## src/rtl/ordered_dither_column_pack_defines.svh

```systemverilog
// Assertion macros shared by the ordered dither column packer.
`ifndef ORDERED_DITHER_COLUMN_PACK_DEFINES_SVH
`define ORDERED_DITHER_COLUMN_PACK_DEFINES_SVH

// Checked on every edge outside of reset.
`define ODCP_ASSERT(lbl, prop, msg) \
  lbl: assert property (@(posedge clk) disable iff (rst) (prop)) else $error(msg);

// Checked on every edge, reset included.
`define ODCP_ASSERT_ALWAYS(lbl, prop, msg) \
  lbl: assert property (@(posedge clk) (prop)) else $error(msg);

`endif

```

## src/rtl/odcp_ram.sv

```systemverilog
// Generic single-write, single-read RAM with a registered read port.
`timescale 1ns / 1ps

module odcp_ram #(
  parameter int WIDTH = 8,
  parameter int DEPTH = 256
) (
  input  logic                     clk,
  input  logic                     wr_en,
  input  logic [$clog2(DEPTH)-1:0] wr_addr,
  input  logic [WIDTH-1:0]         wr_data,
  input  logic                     rd_en,
  input  logic [$clog2(DEPTH)-1:0] rd_addr,
  output logic [WIDTH-1:0]         rd_data
);

  logic [WIDTH-1:0] mem [DEPTH];

  // Write port.
  always_ff @(posedge clk) begin
    if (wr_en) begin
      mem[wr_addr] <= wr_data;
    end
  end

  // Registered read port; data holds while reads are off.
  always_ff @(posedge clk) begin
    if (rd_en) begin
      rd_data <= mem[rd_addr];
    end
  end

endmodule

```

## config.mk

```make
export PLATFORM = sky130hd
export DESIGN_NAME = odcp_ram
export DESIGN_NICKNAME = d
export VERILOG_FILES = /design/src/rtl/ordered_dither_column_pack_defines.svh /design/src/rtl/odcp_ram.sv
export SDC_FILE = /design/constraint.sdc
export NUM_CORES = 2
export LEC_CHECK = 0
export BUFFER_PORTS_ARGS = -buffer_cell sky130_fd_sc_hd__buf_2
export CAP_MARGIN = 40
export CORE_AREA = 2 2 568 570
export CTS_CLUSTER_SIZE = 8
export DETAILED_ROUTE_END_ITERATION = 7
export DIE_AREA = 0 0 570 572
export PLACE_DENSITY = 0.45
export SYNTH_ARGS = -nofsm -noshare
export SYNTH_HDL_FRONTEND = slang
export SYNTH_SLANG_ARGS = --single-unit
```

## constraint.sdc

```tcl
create_clock -name clk -period 2.8 [get_ports clk]
set_input_delay 0.28 -clock clk [delete_from_list [all_inputs] [get_ports clk]]
set_output_delay 0.28 -clock clk [all_outputs]
set_load 0.1 [all_outputs]
```

==> results.sh <==
export IMPL_r2r_cells=7
export IMPL_stdcell_count=8795
export IMPL_required_ns=3.36
export IMPL_finalMaxSlewViolations=0
export IMPL_die_w_um=570
export IMPL_grt_max_degree=108
export IMPL_viasPerCell=4.64
export IMPL_reg2reg_slack_ns=0.10
export IMPL_syn_area_per_cell_um2=21.3
export IMPL_cap_viol_max_count=0
export IMPL_cts_root_buf="clkbuf_16"
export IMPL_synthAdderAreaFrac_pct=0
export IMPL_clock_sinks=2056
export IMPL_die_h_um=572
export IMPL_routedWlPerCell_um=26.6
export IMPL_ys_seq_area_share_pct=77.5
export IMPL_synth_top_family_by_area="multiplexers"
export IMPL_gp_congestion=0.785
export IMPL_post_route_min_period_ns=2.70
export IMPL_cts_buffers=300
export IMPL_synthXorXnorAreaFrac_pct=0
export IMPL_initial_core_util_pct=24.9
export IMPL_rows=208
export IMPL_yosysUniqueCellTypes=54
export IMPL_crit_type="reg -> reg"
export IMPL_r2r_end="rd_data[6]"
export IMPL_drc=0
export IMPL_fin_skew_ns=0.0487
export IMPL_ys_warnings_count=0
export IMPL_hold_path_class="in -> reg"
export IMPL_report_final_hold_viol_count=0
export IMPL_finalNetCount=4591
export IMPL_drive_gt1_share_pct=34.2
export IMPL_leakagePower_uw=0.0315
export IMPL_fmax_mhz=371
export IMPL_worstSetupEndpointType="register"
export IMPL_grt_use_total_pct=14.2
export IMPL_h_tree_depth=5
export IMPL_min_to="mem[202][6]"
export IMPL_wl_um=234000
export IMPL_fill_cells=30700
export IMPL_grt_pass1_wl_um=329000
export IMPL_ys_flop_type="edfxtp_1"
export IMPL_vias=40800
export IMPL_place_inst=8453
export IMPL_die_area_um2=326000
export IMPL_io_pins=35
export IMPL_muxShareOfSynthArea_pct=14.6
export IMPL_worst_slew_pin_slew_ns=0.945
export IMPL_r2r_start="mem[2][6]"
export IMPL_grt_pass1_vias=42600
export IMPL_rsz0062_at_grt="false"
export IMPL_yosys_area_share_simple_pct=2.63
export IMPL_vdd_drop_max_v=0.000521
export IMPL_area_growth_pct=23.7
export IMPL_hold_path_depth=1
export IMPL_slew_headroom_pct=36.4
export IMPL_antenna_found_initial=24
export IMPL_max_clock_path_buffers=4
export IMPL_io_buffers=34
export IMPL_synth_compound_area_share_pct=3.42
export IMPL_grt_ovfl_total=0
export IMPL_synth_edf_count=2056
export IMPL_hpwl_um=153000
export IMPL_final_core_util_pct=30.8
export IMPL_cts_clk_slew_worst_paths_ns=0.05
export IMPL_cp_max_fo=1
export IMPL_cts_tree="done"
export IMPL_drtAntennaViolNets=0
export IMPL_worstSkewPairLatency_ns=0.87
export IMPL_status="finished, final reports clean"
export IMPL_setup_viol=0
export IMPL_powerDensity_nw_per_um2=711
export IMPL_crit_path_start_kind="register"
export IMPL_synthesis_instances=3733
export IMPL_hp_start="wr_data[6]"
export IMPL_syn_area_um2=79600
export IMPL_drt_iter0_drc=4126
export IMPL_synth_seq_cells=2056
export IMPL_async_flop_share_pct=0
export IMPL_fin_crit_sh_pct=96.3
export IMPL_core_um2=320000
export IMPL_syn_num_nets=3760
export IMPL_postCtsSetupRepairBufs=0
export IMPL_first_pass_iters=6
export IMPL_arrival_ns=3.26
worst max-delay path by stage:
stage | from | end | slack (ns) | cells after the start
5_1_grt | mem[83][3] | rd_data[3] | 0.03 | 7
3_3_place_gp | rd_addr[0] | rd_data[0] | -1.49 | 8
4_1_cts | mem[43][3] | rd_data[3] | 0.06 | 8
6_report | mem[2][6] | rd_data[6] | 0.10 | 7
2_1_floorplan | rd_addr[0] | rd_data[2] | 0.44 | 9
3_5_place_dp | rd_addr[0] | rd_data[2] | -0.85 | 13
state kept, by name (all words and copies together) (netlist names):
signal / count
mem: 2048
rd_data: 8
cell families (layout without fill, tap and decap cells):
family / Yosys count / in the layout
compound gates: 385 / 385
buf+inv: 235 / 1092
flops: 2056 / 2056
mux: 591 / 591
other cells: 0 / 5
simple gates: 466 / 466
cells in the mapped netlist, drive strengths merged, types with 10 or more instances:
library cell,instances,share of area (%)
nor4,27,0.24
nand2,33,0.16
nor2,282,1.3
edfxtp,2056,78
a221oi,14,0.16
a22oi,133,1.3
o21ai,12,0.075
nand4,10,0.079
o22ai,28,0.22
clkbuf,111,0.52
nor2b,31,0.24
o211ai,10,0.094
nor3,22,0.14
mux4,456,13
mux2i,134,1.7
buf,122,1.3
o221ai,47,0.52
a211oi,16,0.15
nand3,34,0.21
a21oi,96,0.60
report_power, final:
part	switching [µW]	internal, µW	leakage, µW
Combinational	2380	1500	0.00903
Sequential	35.1	34000	0.0185
Clock	12600	19500	0.00394
final cells by class:
type	instances	area (µm²)	area share [%]
Sequential cell	2056	61700	62.7
Timing Repair Buffer	762	6850	6.95
Inverter	2	7.51	0.00762
Clock buffer	311	7720	7.84
Clock inverter	17	332	0.337
Multi-Input combinational cell	1442	16600	16.8
Tap cell	4200	5260	5.34
Antenna cell	5	12.5	0.0127
critical path, cell delays in order, from the launching register on:
cell and delay (ns):
edfxtp_1 0.36, mux4_2 0.45, mux2_2 0.30, a211oi_1 0.34
a21oi_1 0.08, a22oi_1 0.57, buf_4 0.24, nor4_2 0.04
per-stage QoR:
stage | setup slack [ns] | hold WS (ns) | total power, µW | instance area, µm² | TNS (ns)
2_1_floorplan | 0.444 | 0.379 | 36400 | 79600 | 0
3_3_place_gp | -1.49 | 0.729 | 38500 | 90300 | -6.39
4_1_cts | 0.0631 | 0.00203 | 70900 | 98500 | 0
3_5_place_dp | -0.847 | 0.732 | 38600 | 90300 | -4.35
6_report | 0.105 | 0.0150 | 70000 | 98500 | 0
5_1_grt | 0.0324 | 0.0222 | 72200 | 98500 | 0
layout by cell type (no fill, tap or decap), types with 46 or more instances in the layout:
cell type | netlist | routed
a21oi_1 | 96 | 96
o221ai_1 | 46 | 46
a22oi_1 | 133 | 133
clkbuf_16 | 0 | 308
mux2i_1 | 134 | 134
mux4_2 | 454 | 454
edfxtp_1 | 2056 | 2056
buf_4 | 27 | 632
buf_12 | 8 | 87
nor2_1 | 282 | 279
repair_timing:
item,in CTS,in global routing
setup endpoints to repair,3,1
hold buffers,8,0
gates resized for setup,3,1
endpoints found under the hold margin,337,0
routing by layer:
metal  share of wire [%]  GRT usage [%]  vias up
li1                    -              -    17300
met1                  43           19.1    21800
met2                  48           23.3     1351
met3                 6.2           2.84      360
met4                 2.7           3.95        6
met5               0.017              0        -
No activity file was read; power rests on OpenSTA's default activity.
