[src/rtl/ordered_dither_column_pack_defines.svh]
// Assertion macros shared by the ordered dither column packer.
`ifndef ORDERED_DITHER_COLUMN_PACK_DEFINES_SVH
`define ORDERED_DITHER_COLUMN_PACK_DEFINES_SVH

// Checked on every edge outside of reset.
`define ODCP_ASSERT(lbl, prop, msg) \
  lbl: assert property (@(posedge clk) disable iff (rst) (prop)) else $error(msg);

// Checked on every edge, reset included.
`define ODCP_ASSERT_ALWAYS(lbl, prop, msg) \
  lbl: assert property (@(posedge clk) (prop)) else $error(msg);

`endif

[src/rtl/odcp_pkg.sv]
// Shared types, constants and the Bayer threshold table of the column packer.
`timescale 1ns / 1ps

package odcp_pkg;

  // Field widths fixed by the interface.
  localparam int LANES       = 8;
  localparam int PIX_W       = 8;
  localparam int COLUMN_W    = 9;
  localparam int ROW_W       = 8;
  localparam int ROW_Y_W     = ROW_W + 1;
  localparam int RUN_W       = LANES * PIX_W;
  localparam int OFFSET_W    = 6;
  localparam int CFG_INDEX_W = 2;
  localparam int CFG_DATA_W  = 8;

  // Luma table geometry.
  localparam int LUMA_DEPTH = 256;
  localparam int LUMA_AW    = 8;

  // Default geometry of the tiled canvas.
  localparam int TILE_WIDTH_DEF   = 72;
  localparam int TILE_COLUMNS_DEF = 5;
  localparam int SOURCE_WIDTH_DEF = 320;

  // Reset values of the configuration registers.
  localparam logic [OFFSET_W-1:0] CANVAS_OFFSET_RST = 6'd20;
  localparam logic [ROW_W-1:0]    SOURCE_ROWS_RST   = 8'd200;
  localparam logic [ROW_W-1:0]    FRAME_ROWS_RST    = 8'd200;

  typedef enum logic {
    KIND_PIXEL = 1'b0,
    KIND_TABLE = 1'b1
  } kind_t;

  typedef enum logic [CFG_INDEX_W-1:0] {
    CFG_CANVAS_OFFSET = 2'd0,
    CFG_SOURCE_ROWS   = 2'd1,
    CFG_FRAME_ENABLE  = 2'd2,
    CFG_FRAME_ROWS    = 2'd3
  } cfg_index_t;

  // Configuration register set.
  typedef struct packed {
    logic [OFFSET_W-1:0] canvas_offset;
    logic [ROW_W-1:0]    source_rows;
    logic                frame_enable;
    logic [ROW_W-1:0]    frame_rows;
  } odcp_cfg_t;

  // Per-item decode results carried to the threshold stage.
  typedef struct packed {
    logic [LANES-1:0] dither_mask;
    logic [LANES-1:0] frame_mask;
    logic [1:0]       row_phase;
    logic [1:0]       col_phase;
  } odcp_ctl_t;

  // 4x4 Bayer thresholds, indexed by row phase then column phase.
  localparam logic [PIX_W-1:0] BAYER [4][4] = '{
    '{8'd8,   8'd136, 8'd40,  8'd168},
    '{8'd200, 8'd72,  8'd232, 8'd104},
    '{8'd56,  8'd184, 8'd24,  8'd152},
    '{8'd248, 8'd120, 8'd216, 8'd88}
  };

  function automatic logic [PIX_W-1:0] bayer_threshold(logic [1:0] row_ph,
                                                       logic [1:0] col_ph);
    return BAYER[row_ph][col_ph];
  endfunction

endpackage

[src/rtl/odcp_decode.sv]
// Column and row decode: source window, dark rows and frame border per lane.
`timescale 1ns / 1ps

module odcp_decode import odcp_pkg::*; #(
  parameter int TILE_WIDTH   = TILE_WIDTH_DEF,
  parameter int TILE_COLUMNS = TILE_COLUMNS_DEF,
  parameter int SOURCE_WIDTH = SOURCE_WIDTH_DEF
) (
  input  logic [COLUMN_W-1:0] canvas_column,
  input  logic [ROW_W-1:0]    row_base,
  input  odcp_cfg_t           cfg,
  output odcp_ctl_t           ctl
);

  localparam int CanvasWidth = TILE_COLUMNS * TILE_WIDTH;
  // Wide enough for any column, the canvas width and the source width.
  localparam int CmpW = $clog2(CanvasWidth + SOURCE_WIDTH + 1024);

  logic [CmpW-1:0]    col_x;
  logic [CmpW-1:0]    offset_x;
  logic [CmpW-1:0]    src_x;
  logic               col_ok;
  logic               in_source;
  logic               side_col;
  logic [ROW_Y_W-1:0] src_rows_y;
  logic [ROW_Y_W-1:0] frame_rows_y;
  logic [ROW_Y_W-1:0] row_y [LANES];

  // Column tests shared by all eight lanes.
  always_comb begin
    col_x     = CmpW'(canvas_column);
    offset_x  = CmpW'(cfg.canvas_offset);
    src_x     = col_x - offset_x;
    col_ok    = col_x < CmpW'(CanvasWidth);
    in_source = (col_x >= offset_x) && (src_x < CmpW'(SOURCE_WIDTH));
    side_col  = (col_x <= CmpW'(1)) || (col_x + CmpW'(2) >= CmpW'(CanvasWidth));
  end

  // Per-lane row tests; rows run on past the base without wrapping.
  always_comb begin
    src_rows_y   = ROW_Y_W'(cfg.source_rows);
    frame_rows_y = ROW_Y_W'(cfg.frame_rows);
    for (int k = 0; k < LANES; k++) begin
      row_y[k] = ROW_Y_W'(row_base) + ROW_Y_W'(k);
      ctl.dither_mask[k] = col_ok && in_source && (row_y[k] < src_rows_y);
      ctl.frame_mask[k]  = col_ok && cfg.frame_enable && (row_y[k] < frame_rows_y) &&
                           ((row_y[k] <= ROW_Y_W'(1)) ||
                            (row_y[k] + ROW_Y_W'(2) > frame_rows_y) || side_col);
    end
    ctl.row_phase = row_base[1:0];
    ctl.col_phase = src_x[1:0];
  end

endmodule

[config.mk]
export PLATFORM = sky130hd
export DESIGN_NAME = odcp_decode
export DESIGN_NICKNAME = d
export VERILOG_FILES = /design/src/rtl/ordered_dither_column_pack_defines.svh /design/src/rtl/odcp_pkg.sv /design/src/rtl/odcp_decode.sv
export SDC_FILE = /design/constraint.sdc
export NUM_CORES = 1
export LEC_CHECK = 0
export BUFFER_PORTS_ARGS = -buffer_cell sky130_fd_sc_hd__buf_2
export CORE_ASPECT_RATIO = 0.75
export CORE_MARGIN = 2
export CORE_UTILIZATION = 30
export DETAILED_ROUTE_END_ITERATION = 7
export PLACE_DENSITY = 0.46
export SLEW_MARGIN = 20
export SYNTH_ARGS = -nofsm -noshare
export SYNTH_HDL_FRONTEND = slang
export SYNTH_SLANG_ARGS = --single-unit
[constraint.sdc]
create_clock -name vclk -period 4.1
set_input_delay 0.205 -clock vclk [all_inputs]
set_output_delay 0.205 -clock vclk [all_outputs]
set_load 0.02 [all_outputs]
==> results.cfg <==
[outcome]
status = completed

[yosys]
synth_cell_type_count = 63
synth-seq-area-share_pct = 0
yosysWarningCount = 0
syn-mean-instance-area_sq_um = 8.04
cell_area_after_technology_mapping_sq_um = 5530
synth_fp_nets = 913
syn-instance-count = 687

[sta]
final.period_utilization_pct = 93.2
slew_violations = 0
worst_slew_margin_rel_pct = 53.6
grt_setup_unrepaired = no
timing.final.setup_violations = 0
timing.final.crit_period_ps = 3820
max_freq_mhz = 262
worst_slew_pin_slew_ps = 695
totalNegativeSetupSlack_ps = 0
hold_viol_final = 0

[die]
floorplan.die.height_microns = 122
chipWidth_microns = 161
fp.coreArea_sq_um = 17900
num_io_pins = 60
fp.dieArea_sq_um = 19500
starting_density_of_the_core_pct = 30.9
rows = 42

[critical_path]
crit_slowest_cell = ha_1
critical_path.max_fanout = 15
list_of_cells_traversed_by_the_critical_path = buf_2 -> inv_1 -> ha_1 -> a21boi_4 -> nand2b_1 -> xnor2_2 -> nand4_1 -> xnor2_1 -> ha_1 -> nand2_1 -> nor4_1 -> a21oi_1 -> o31ai_1 -> o2111ai_1 -> o211a_1 -> buf_2
crit_path_end_kind = primary output
type_of_the_worst_setup_path = in2out
arrival_ps = 3620
worst_path_largest_cell_delay_ps = 390
worst_setup_path_start_kind = input pin
worst-endpoint-required_ps = 3890

[final_layout]
nFillCells = 1907
final_layout_size_suffix_gt1_share_pct = 15.5
n_antenna_cell = 0
layout_common_cells = ha_1 (184), buf_2 (60), inv_1 (48), nor2_1 (44), a21oi_1 (36)
finished_layout_cells = 999
layout.nets = 985
final.clkbuf_count = 0
numSequentialCells = 0
ff_latch_area_sq_um = 0
area_delta_synth_final_pct = 12.7
layout.cells.most_common = ha_1

[global_routing]
grt_start_max_net_pins = 21
grt.total_usage_pct = 20.1
grt_overflow_total = 0
via_count_of_the_first_global_routing_pass = 5220
number_of_antenna_violations_at_the_first_check_in_global_routing = 0
global_route_wire_length_before_repair_microns = 30500

[power_and_ir_drop]
power.ir.vdd_worst_mv = 0.0717
report.power.total_mw = 0.916
leakage_power_nw = 3.13
p_per_area_nw_per_um2 = 147

[route]
drc = 0
maxUsedRoutingLayer = met4
dr_total_vias = 5428
viasPerCell = 5.43
wirelength_met1_microns = 10500
wl_per_cell_microns = 19.9
drt.antenna.violating_nets = 0
detailedRoute.firstIterationViolations = 322
routed-wl-met3_microns = 1240
dr.pass1.iters = 6
post_route_wl_microns = 19900
dr_wl_met2_microns = 8040

[hold_path]
hold_path_class = in2out

[place]
gpl.final_weighted_congestion = 0.889
placedCellCount = 999
hpwlAfterDp_microns = 16100
io_buffer_count = 60

[clock_tree]
setup_buffers_after_cts = 0

[job]
max_cap_violations = 0
-- kinds of logic after synthesis --
logic type | count (synthesis) | share of synthesized area, %
AOI/OAI and AO/OA | 188 | 23.5
adders and majority gates | 186 | 42.2
muxes | 1 | 0.181
and+or+nand+nor | 175 | 16.3
xor gates and xnor gates | 69 | 12.3
buffers and inverters | 68 | 5.48
-- what timing repair did --
item,in CTS,in global routing
hold buffers,0,0
resized for setup,0,2
endpoints found under the setup margin,0,2
hold endpoints to repair,0,0
-- synthesized netlist by cell type (12+ instances only) --
library cell    n  share of area, %
a21o_1         26               3.5
a21oi_1        36               3.3
ha_1          185                42
inv_1          48               3.3
nand2_1        31               2.1
nand3_1        24               2.2
nand4_1        12               1.4
nor2_1         44               3.0
o21ai_0        31               2.8
xnor2_1        33               5.2
xor2_1         26               4.1
-- critical path, delay by kind of cell --
kind	cells	cell delay, ps
buf+inv	3	800
simple gates	4	720
xor+xnor	2	510
fa+ha+maj	2	700
compound gates	5	660
-- metal layers --
metal / track usage (%) / vias up
met5: 0 / -
met4: 0.502 / 0
met3: 1.91 / 4
met2: 31.0 / 163
met1: 31.6 / 2568
li1: - / 2693
-- per-stage QoR --
step	utilization [%]	area (sq um)	hold WS [ps]	setup WS, ps
finish	34.9	6230	678	280
global route	34.9	6230	691	30.9
CTS	34.8	6220	682	132
detailed placement	34.8	6220	681	137
global placement	34.8	6220	684	204
floorplan	-	5530	523	816
-- power breakdown --
group / switching [mW] / leakage, nW / internal [mW]
clock: 0 / 0 / 0
combinational: 0.549 / 3.13 / 0.367
sequential: 0 / 0 / 0
-- cell type report --
type	instances	area (sq um)	area share, %
repair buffers	86	495	7.96
inverters	52	195	3.13
well taps	242	303	4.86
multi-input cells	619	5230	84.0
-- path summary, 6_finish.rpt --
check,from,to,cells after the start
setup / recovery,row_base[2],ctl[11],16
hold / removal,row_base[0],ctl[2],2
No activity file was read; power rests on OpenSTA's default activity.
