<file path="src/rtl/ordered_dither_column_pack_defines.svh">
// Assertion macros shared by the ordered dither column packer.
`ifndef ORDERED_DITHER_COLUMN_PACK_DEFINES_SVH
`define ORDERED_DITHER_COLUMN_PACK_DEFINES_SVH

// Checked on every edge outside of reset.
`define ODCP_ASSERT(lbl, prop, msg) \
  lbl: assert property (@(posedge clk) disable iff (rst) (prop)) else $error(msg);

// Checked on every edge, reset included.
`define ODCP_ASSERT_ALWAYS(lbl, prop, msg) \
  lbl: assert property (@(posedge clk) (prop)) else $error(msg);

`endif

</file>
<file path="src/rtl/odcp_pkg.sv">
// Shared types, constants and the Bayer threshold table of the column packer.
`timescale 1ns / 1ps

package odcp_pkg;

  // Field widths fixed by the interface.
  localparam int LANES       = 8;
  localparam int PIX_W       = 8;
  localparam int COLUMN_W    = 9;
  localparam int ROW_W       = 8;
  localparam int ROW_Y_W     = ROW_W + 1;
  localparam int RUN_W       = LANES * PIX_W;
  localparam int OFFSET_W    = 6;
  localparam int CFG_INDEX_W = 2;
  localparam int CFG_DATA_W  = 8;

  // Luma table geometry.
  localparam int LUMA_DEPTH = 256;
  localparam int LUMA_AW    = 8;

  // Default geometry of the tiled canvas.
  localparam int TILE_WIDTH_DEF   = 72;
  localparam int TILE_COLUMNS_DEF = 5;
  localparam int SOURCE_WIDTH_DEF = 320;

  // Reset values of the configuration registers.
  localparam logic [OFFSET_W-1:0] CANVAS_OFFSET_RST = 6'd20;
  localparam logic [ROW_W-1:0]    SOURCE_ROWS_RST   = 8'd200;
  localparam logic [ROW_W-1:0]    FRAME_ROWS_RST    = 8'd200;

  typedef enum logic {
    KIND_PIXEL = 1'b0,
    KIND_TABLE = 1'b1
  } kind_t;

  typedef enum logic [CFG_INDEX_W-1:0] {
    CFG_CANVAS_OFFSET = 2'd0,
    CFG_SOURCE_ROWS   = 2'd1,
    CFG_FRAME_ENABLE  = 2'd2,
    CFG_FRAME_ROWS    = 2'd3
  } cfg_index_t;

  // Configuration register set.
  typedef struct packed {
    logic [OFFSET_W-1:0] canvas_offset;
    logic [ROW_W-1:0]    source_rows;
    logic                frame_enable;
    logic [ROW_W-1:0]    frame_rows;
  } odcp_cfg_t;

  // Per-item decode results carried to the threshold stage.
  typedef struct packed {
    logic [LANES-1:0] dither_mask;
    logic [LANES-1:0] frame_mask;
    logic [1:0]       row_phase;
    logic [1:0]       col_phase;
  } odcp_ctl_t;

  // 4x4 Bayer thresholds, indexed by row phase then column phase.
  localparam logic [PIX_W-1:0] BAYER [4][4] = '{
    '{8'd8,   8'd136, 8'd40,  8'd168},
    '{8'd200, 8'd72,  8'd232, 8'd104},
    '{8'd56,  8'd184, 8'd24,  8'd152},
    '{8'd248, 8'd120, 8'd216, 8'd88}
  };

  function automatic logic [PIX_W-1:0] bayer_threshold(logic [1:0] row_ph,
                                                       logic [1:0] col_ph);
    return BAYER[row_ph][col_ph];
  endfunction

endpackage

</file>
<file path="src/rtl/odcp_pack.sv">
// Threshold compare of eight luma values and packing into one page byte.
`timescale 1ns / 1ps

module odcp_pack import odcp_pkg::*; (
  input  logic [LANES-1:0][PIX_W-1:0] luma,
  input  odcp_ctl_t                   ctl,
  output logic [LANES-1:0]            bits
);

  logic [1:0] lane_row_ph [LANES];

  // A pixel is lit when dithered with luma over the Bayer threshold, or framed.
  always_comb begin
    for (int k = 0; k < LANES; k++) begin
      lane_row_ph[k] = ctl.row_phase + 2'(k);
      bits[k] = (ctl.dither_mask[k] &&
                 (luma[k] > bayer_threshold(lane_row_ph[k], ctl.col_phase))) ||
                ctl.frame_mask[k];
    end
  end

endmodule
</file>
<file path="config.mk">
export PLATFORM = sky130hd
export DESIGN_NAME = odcp_pack
export DESIGN_NICKNAME = d
export VERILOG_FILES = /design/src/rtl/ordered_dither_column_pack_defines.svh /design/src/rtl/odcp_pkg.sv /design/src/rtl/odcp_pack.sv
export SDC_FILE = /design/constraint.sdc
export NUM_CORES = 1
export LEC_CHECK = 0
export BUFFER_PORTS_ARGS = -buffer_cell sky130_fd_sc_hd__buf_2
export CAP_MARGIN = 0
export CORE_ASPECT_RATIO = 0.7
export CORE_UTILIZATION = 35
export DETAILED_ROUTE_END_ITERATION = 6
export PLACE_DENSITY = 0.82
export SKIP_LAST_GASP = 1
export SLEW_MARGIN = 40
export SYNTH_ARGS = -nofsm -noshare
export SYNTH_HDL_FRONTEND = slang
export SYNTH_SLANG_ARGS = --single-unit
</file>
<file path="constraint.sdc">
create_clock -name vclk -period 1.9
set_clock_uncertainty 0.1 [all_clocks]
set_input_delay 0.095 -clock vclk [all_inputs]
set_output_delay 0.095 -clock vclk [all_outputs]
set_load 0.005 [all_outputs]
</file>
==> results <==
- The required time of the critical path is 1700 ps.
- The type of element launching the critical path is an input port.
- The power density normalized to cell area is 270 nW/um^2.
- In this run the core area contains 15 standard-cell rows.
- The total number of vias is 1258.
- The initial antenna violation count is 0.
- The standard cell area after detailed placement is 1510 um^2.
- The pre-CTS setup slack is -164 ps.
- The number of warnings printed during yosys synthesis is 0.
- In the post-synthesis netlist, the biggest area contributors are sky130_fd_sc_hd__ha_1 (46%), sky130_fd_sc_hd__a21oi_1 (8.6%), sky130_fd_sc_hd__o31a_1 (4.7%), sky130_fd_sc_hd__a221o_1 (4.3%), sky130_fd_sc_hd__nand3_1 (4.3%).
- After layout, the clock buffer instance count stands at 0.
- Setup violations remaining at the end of the flow were counted as 0.
- STA classifies the critical path endpoint as a primary output.
- The area growth from synthesis to layout is 86.3%.
- The peak clock frequency supported by timing is 533 MHz.
- In this run, the number of DRC markers left after iteration 0 of detailed routing was 21.
- For this run, the slowest stage of the critical path takes 310 ps.
- The hold violation total from the final report came to 0.
- In the final design database the tool counted 340 nets.
- The number of iterations in the first detailed-routing pass is 4.
- After routing the design area is 1730 um^2.
- The fraction of layout instances using a drive strength above 1 is 58.2%.
- The post-synthesis net count is 235.
- The per-cell routed wire length is 12.1 um.
- The end-of-flow core utilization is 69.4%.
- For this run, design rule violations remaining after detail routing come to 0.
- The filler cell count in the final layout is 197.
- The area of combinational cells with multiple inputs is 1090 um^2.
- Wires add up to 3.07 mm.
- The max-slew violation count is 0.
- After floorplanning, the core was sized to cover 2500 um^2.
- The die outline height is 45.1 um.
- The library cell occupying the most area in the post-synthesis netlist is sky130_fd_sc_hd__ha_1.
- The worst max-slew margin expressed relative to the limit is 87.7%.
- A synthesized cell averages 7.95 um^2.
- The type of the setup path with the least slack is in2out.
- The worst IR drop on VDD is 0.000136 V.
- The residual overflow from global routing is 0.
- Data arrives at the worst endpoint at 1680 ps.
- The post-detailed-route via-to-cell ratio is 4.95.
- Subtracting the final worst setup slack from the clock period gives 1880 ps.
- The worst hold-check path type is in2out.
- The final antenna diode count is 0.
- The post-synthesis cell type count is 17.
- The die covers 2870 um^2.
- The synthesized netlist occupies a cell area of 930 um^2.
- The count of hold buffers inserted by post-cts repair is 0.
- The cell count after synthesis came out at 117.
- The cell with the largest stage delay on the worst path is sky130_fd_sc_hd__o41a_1.
- The run finished with clean final reports.
- The count of boundary I/O pins is 92.
- The congestion estimate from routability-driven global placement came to 0.815.
- Along the worst path, the maximum fanout reaches 3.
- In this run the horizontal extent of the chip is 63.6 um.
- The final worst-path setup slack is 24.9 ps.
- The overall global routing resource usage is 19.6%.
- The storage element area is 0 um^2.
- Max-cap violations in this run came to 0.
- The global-route wire length before repair is 4.62 mm.
- The pin count of the biggest net entering global routing is 7.
- The worst path uses 98.7% of the clock period.
- The detailed-placement wirelength estimate is 2.57 mm.
- The via count of the first global-routing pass is 1179.
- The transition time at the pin with the least slew margin is 185 ps.
- Input and output buffers added on the ports amount to 92.
- The number of nets still failing antenna checks after routing is 0.
- Hold timing on the final database bottoms out at a slack of 359 ps.
- Setup repair after global routing could not meet its margin everywhere.
- Summed over its instances, the top area cell type makes up 45.8% of the synthesized netlist area.
- Walking the worst path, the cells encountered are buf_8, inv_8, ha_4, buf_4, inv_1, ha_1, a21oi_1, nor2_1, o41a_1, buf_2.
- There are 0 flip-flops and latches.
- The register area share after synthesis is 0%.
- For this design the static power due to leakage is 0.869 nW.
- For this configuration, the core starts out at a cell density of 37.2%.
-- stage by stage --
| stage | cells | setup TNS (ps) | power, mW |
|---|---|---|---|
| 2_1_floorplan | 117 | 0 | 0.192 |
| 3_3_place_gp | 253 | -423 | 0.362 |
| 3_5_place_dp | 253 | -737 | 0.371 |
| 4_1_cts | 253 | 0 | 0.411 |
| 5_1_grt | 254 | -298 | 0.527 |
| 6_report | 254 | 0 | 0.468 |
-- routing by layer --
layer / vias to the layer above / GRT usage, % / share of wire (%)
met5: - / 0 / 0
met4: 0 / 1.82 / 0.39
met3: 2 / 0.505 / 3.6
met2: 39 / 36.0 / 49
met1: 547 / 26.9 / 47
li1: 670 / - / -
-- cell usage after synthesis --
master,instances
sky130_fd_sc_hd__o22a_1,1
sky130_fd_sc_hd__inv_1,5
sky130_fd_sc_hd__o32a_1,3
sky130_fd_sc_hd__nand3_1,8
sky130_fd_sc_hd__nand4bb_1,1
sky130_fd_sc_hd__xor2_1,3
sky130_fd_sc_hd__o21a_1,4
sky130_fd_sc_hd__nand2_1,8
sky130_fd_sc_hd__o21ai_0,6
sky130_fd_sc_hd__nor2b_1,4
sky130_fd_sc_hd__a21oi_1,16
sky130_fd_sc_hd__nor2_1,9
sky130_fd_sc_hd__o31a_1,5
sky130_fd_sc_hd__ha_1,34
sky130_fd_sc_hd__a221o_1,4
sky130_fd_sc_hd__or4_1,3
sky130_fd_sc_hd__o41a_1,3
-- critical path, delay by kind of cell --
| family | cells | cell delay (ps) |
|---|---|---|
| simple gates | 1 | 80 |
| compound gates | 2 | 490 |
| fa+ha+maj | 2 | 570 |
| buf+inv | 5 | 440 |
-- power by group --
group | internal (mW) | leakage (nW) | switching [mW]
clock network | 0 | 0 | 0
logic | 0.258 | 0.869 | 0.210
registers | 0 | 0 | 0
-- area by class of cell --
cell class / instances / area share, %
multi-input cells: 112 / 62.9
repair buffers: 103 / 32.8
well taps: 34 / 2.46
inverters: 5 / 1.81
-- worst paths after layout --
kind  slack [ps]      end  cells past startpoint    from
max           20  bits[1]                     10  ctl[2]
min          360  bits[2]                      3  ctl[6]
-- placed cells by master (no fill, tap or decap), types with 4 or more instances in the layout --
cell type	n
sky130_fd_sc_hd__a21oi_1	12
sky130_fd_sc_hd__a21oi_2	4
sky130_fd_sc_hd__a221o_1	4
sky130_fd_sc_hd__buf_2	90
sky130_fd_sc_hd__buf_4	11
sky130_fd_sc_hd__ha_1	26
sky130_fd_sc_hd__ha_4	8
sky130_fd_sc_hd__nand2_1	4
sky130_fd_sc_hd__nand3_1	5
sky130_fd_sc_hd__nor2_1	8
sky130_fd_sc_hd__nor2b_1	4
sky130_fd_sc_hd__o21a_1	4
sky130_fd_sc_hd__o21ai_1	5
sky130_fd_sc_hd__o31a_1	5
-- cell families (layout without fill, tap and decap cells) --
logic type,count (synthesis),count (layout),share of synthesized area (%)
AOI/OAI and AO/OA,42,42,31.9
adders and majority gates,34,34,45.8
xor gates and xnor gates,3,3,2.83
buffers and inverters,5,108,2.02
and+or+nand+nor,33,33,17.5
-- timing repair --
action | in CTS | in global routing
pin swaps | 12 | 10
setup endpoints to repair | 7 | 8
endpoints found under the hold margin | 0 | 0
buffers inserted | 0 | 1
gates resized for setup | 22 | 24
(Power assumes the default switching activity.)
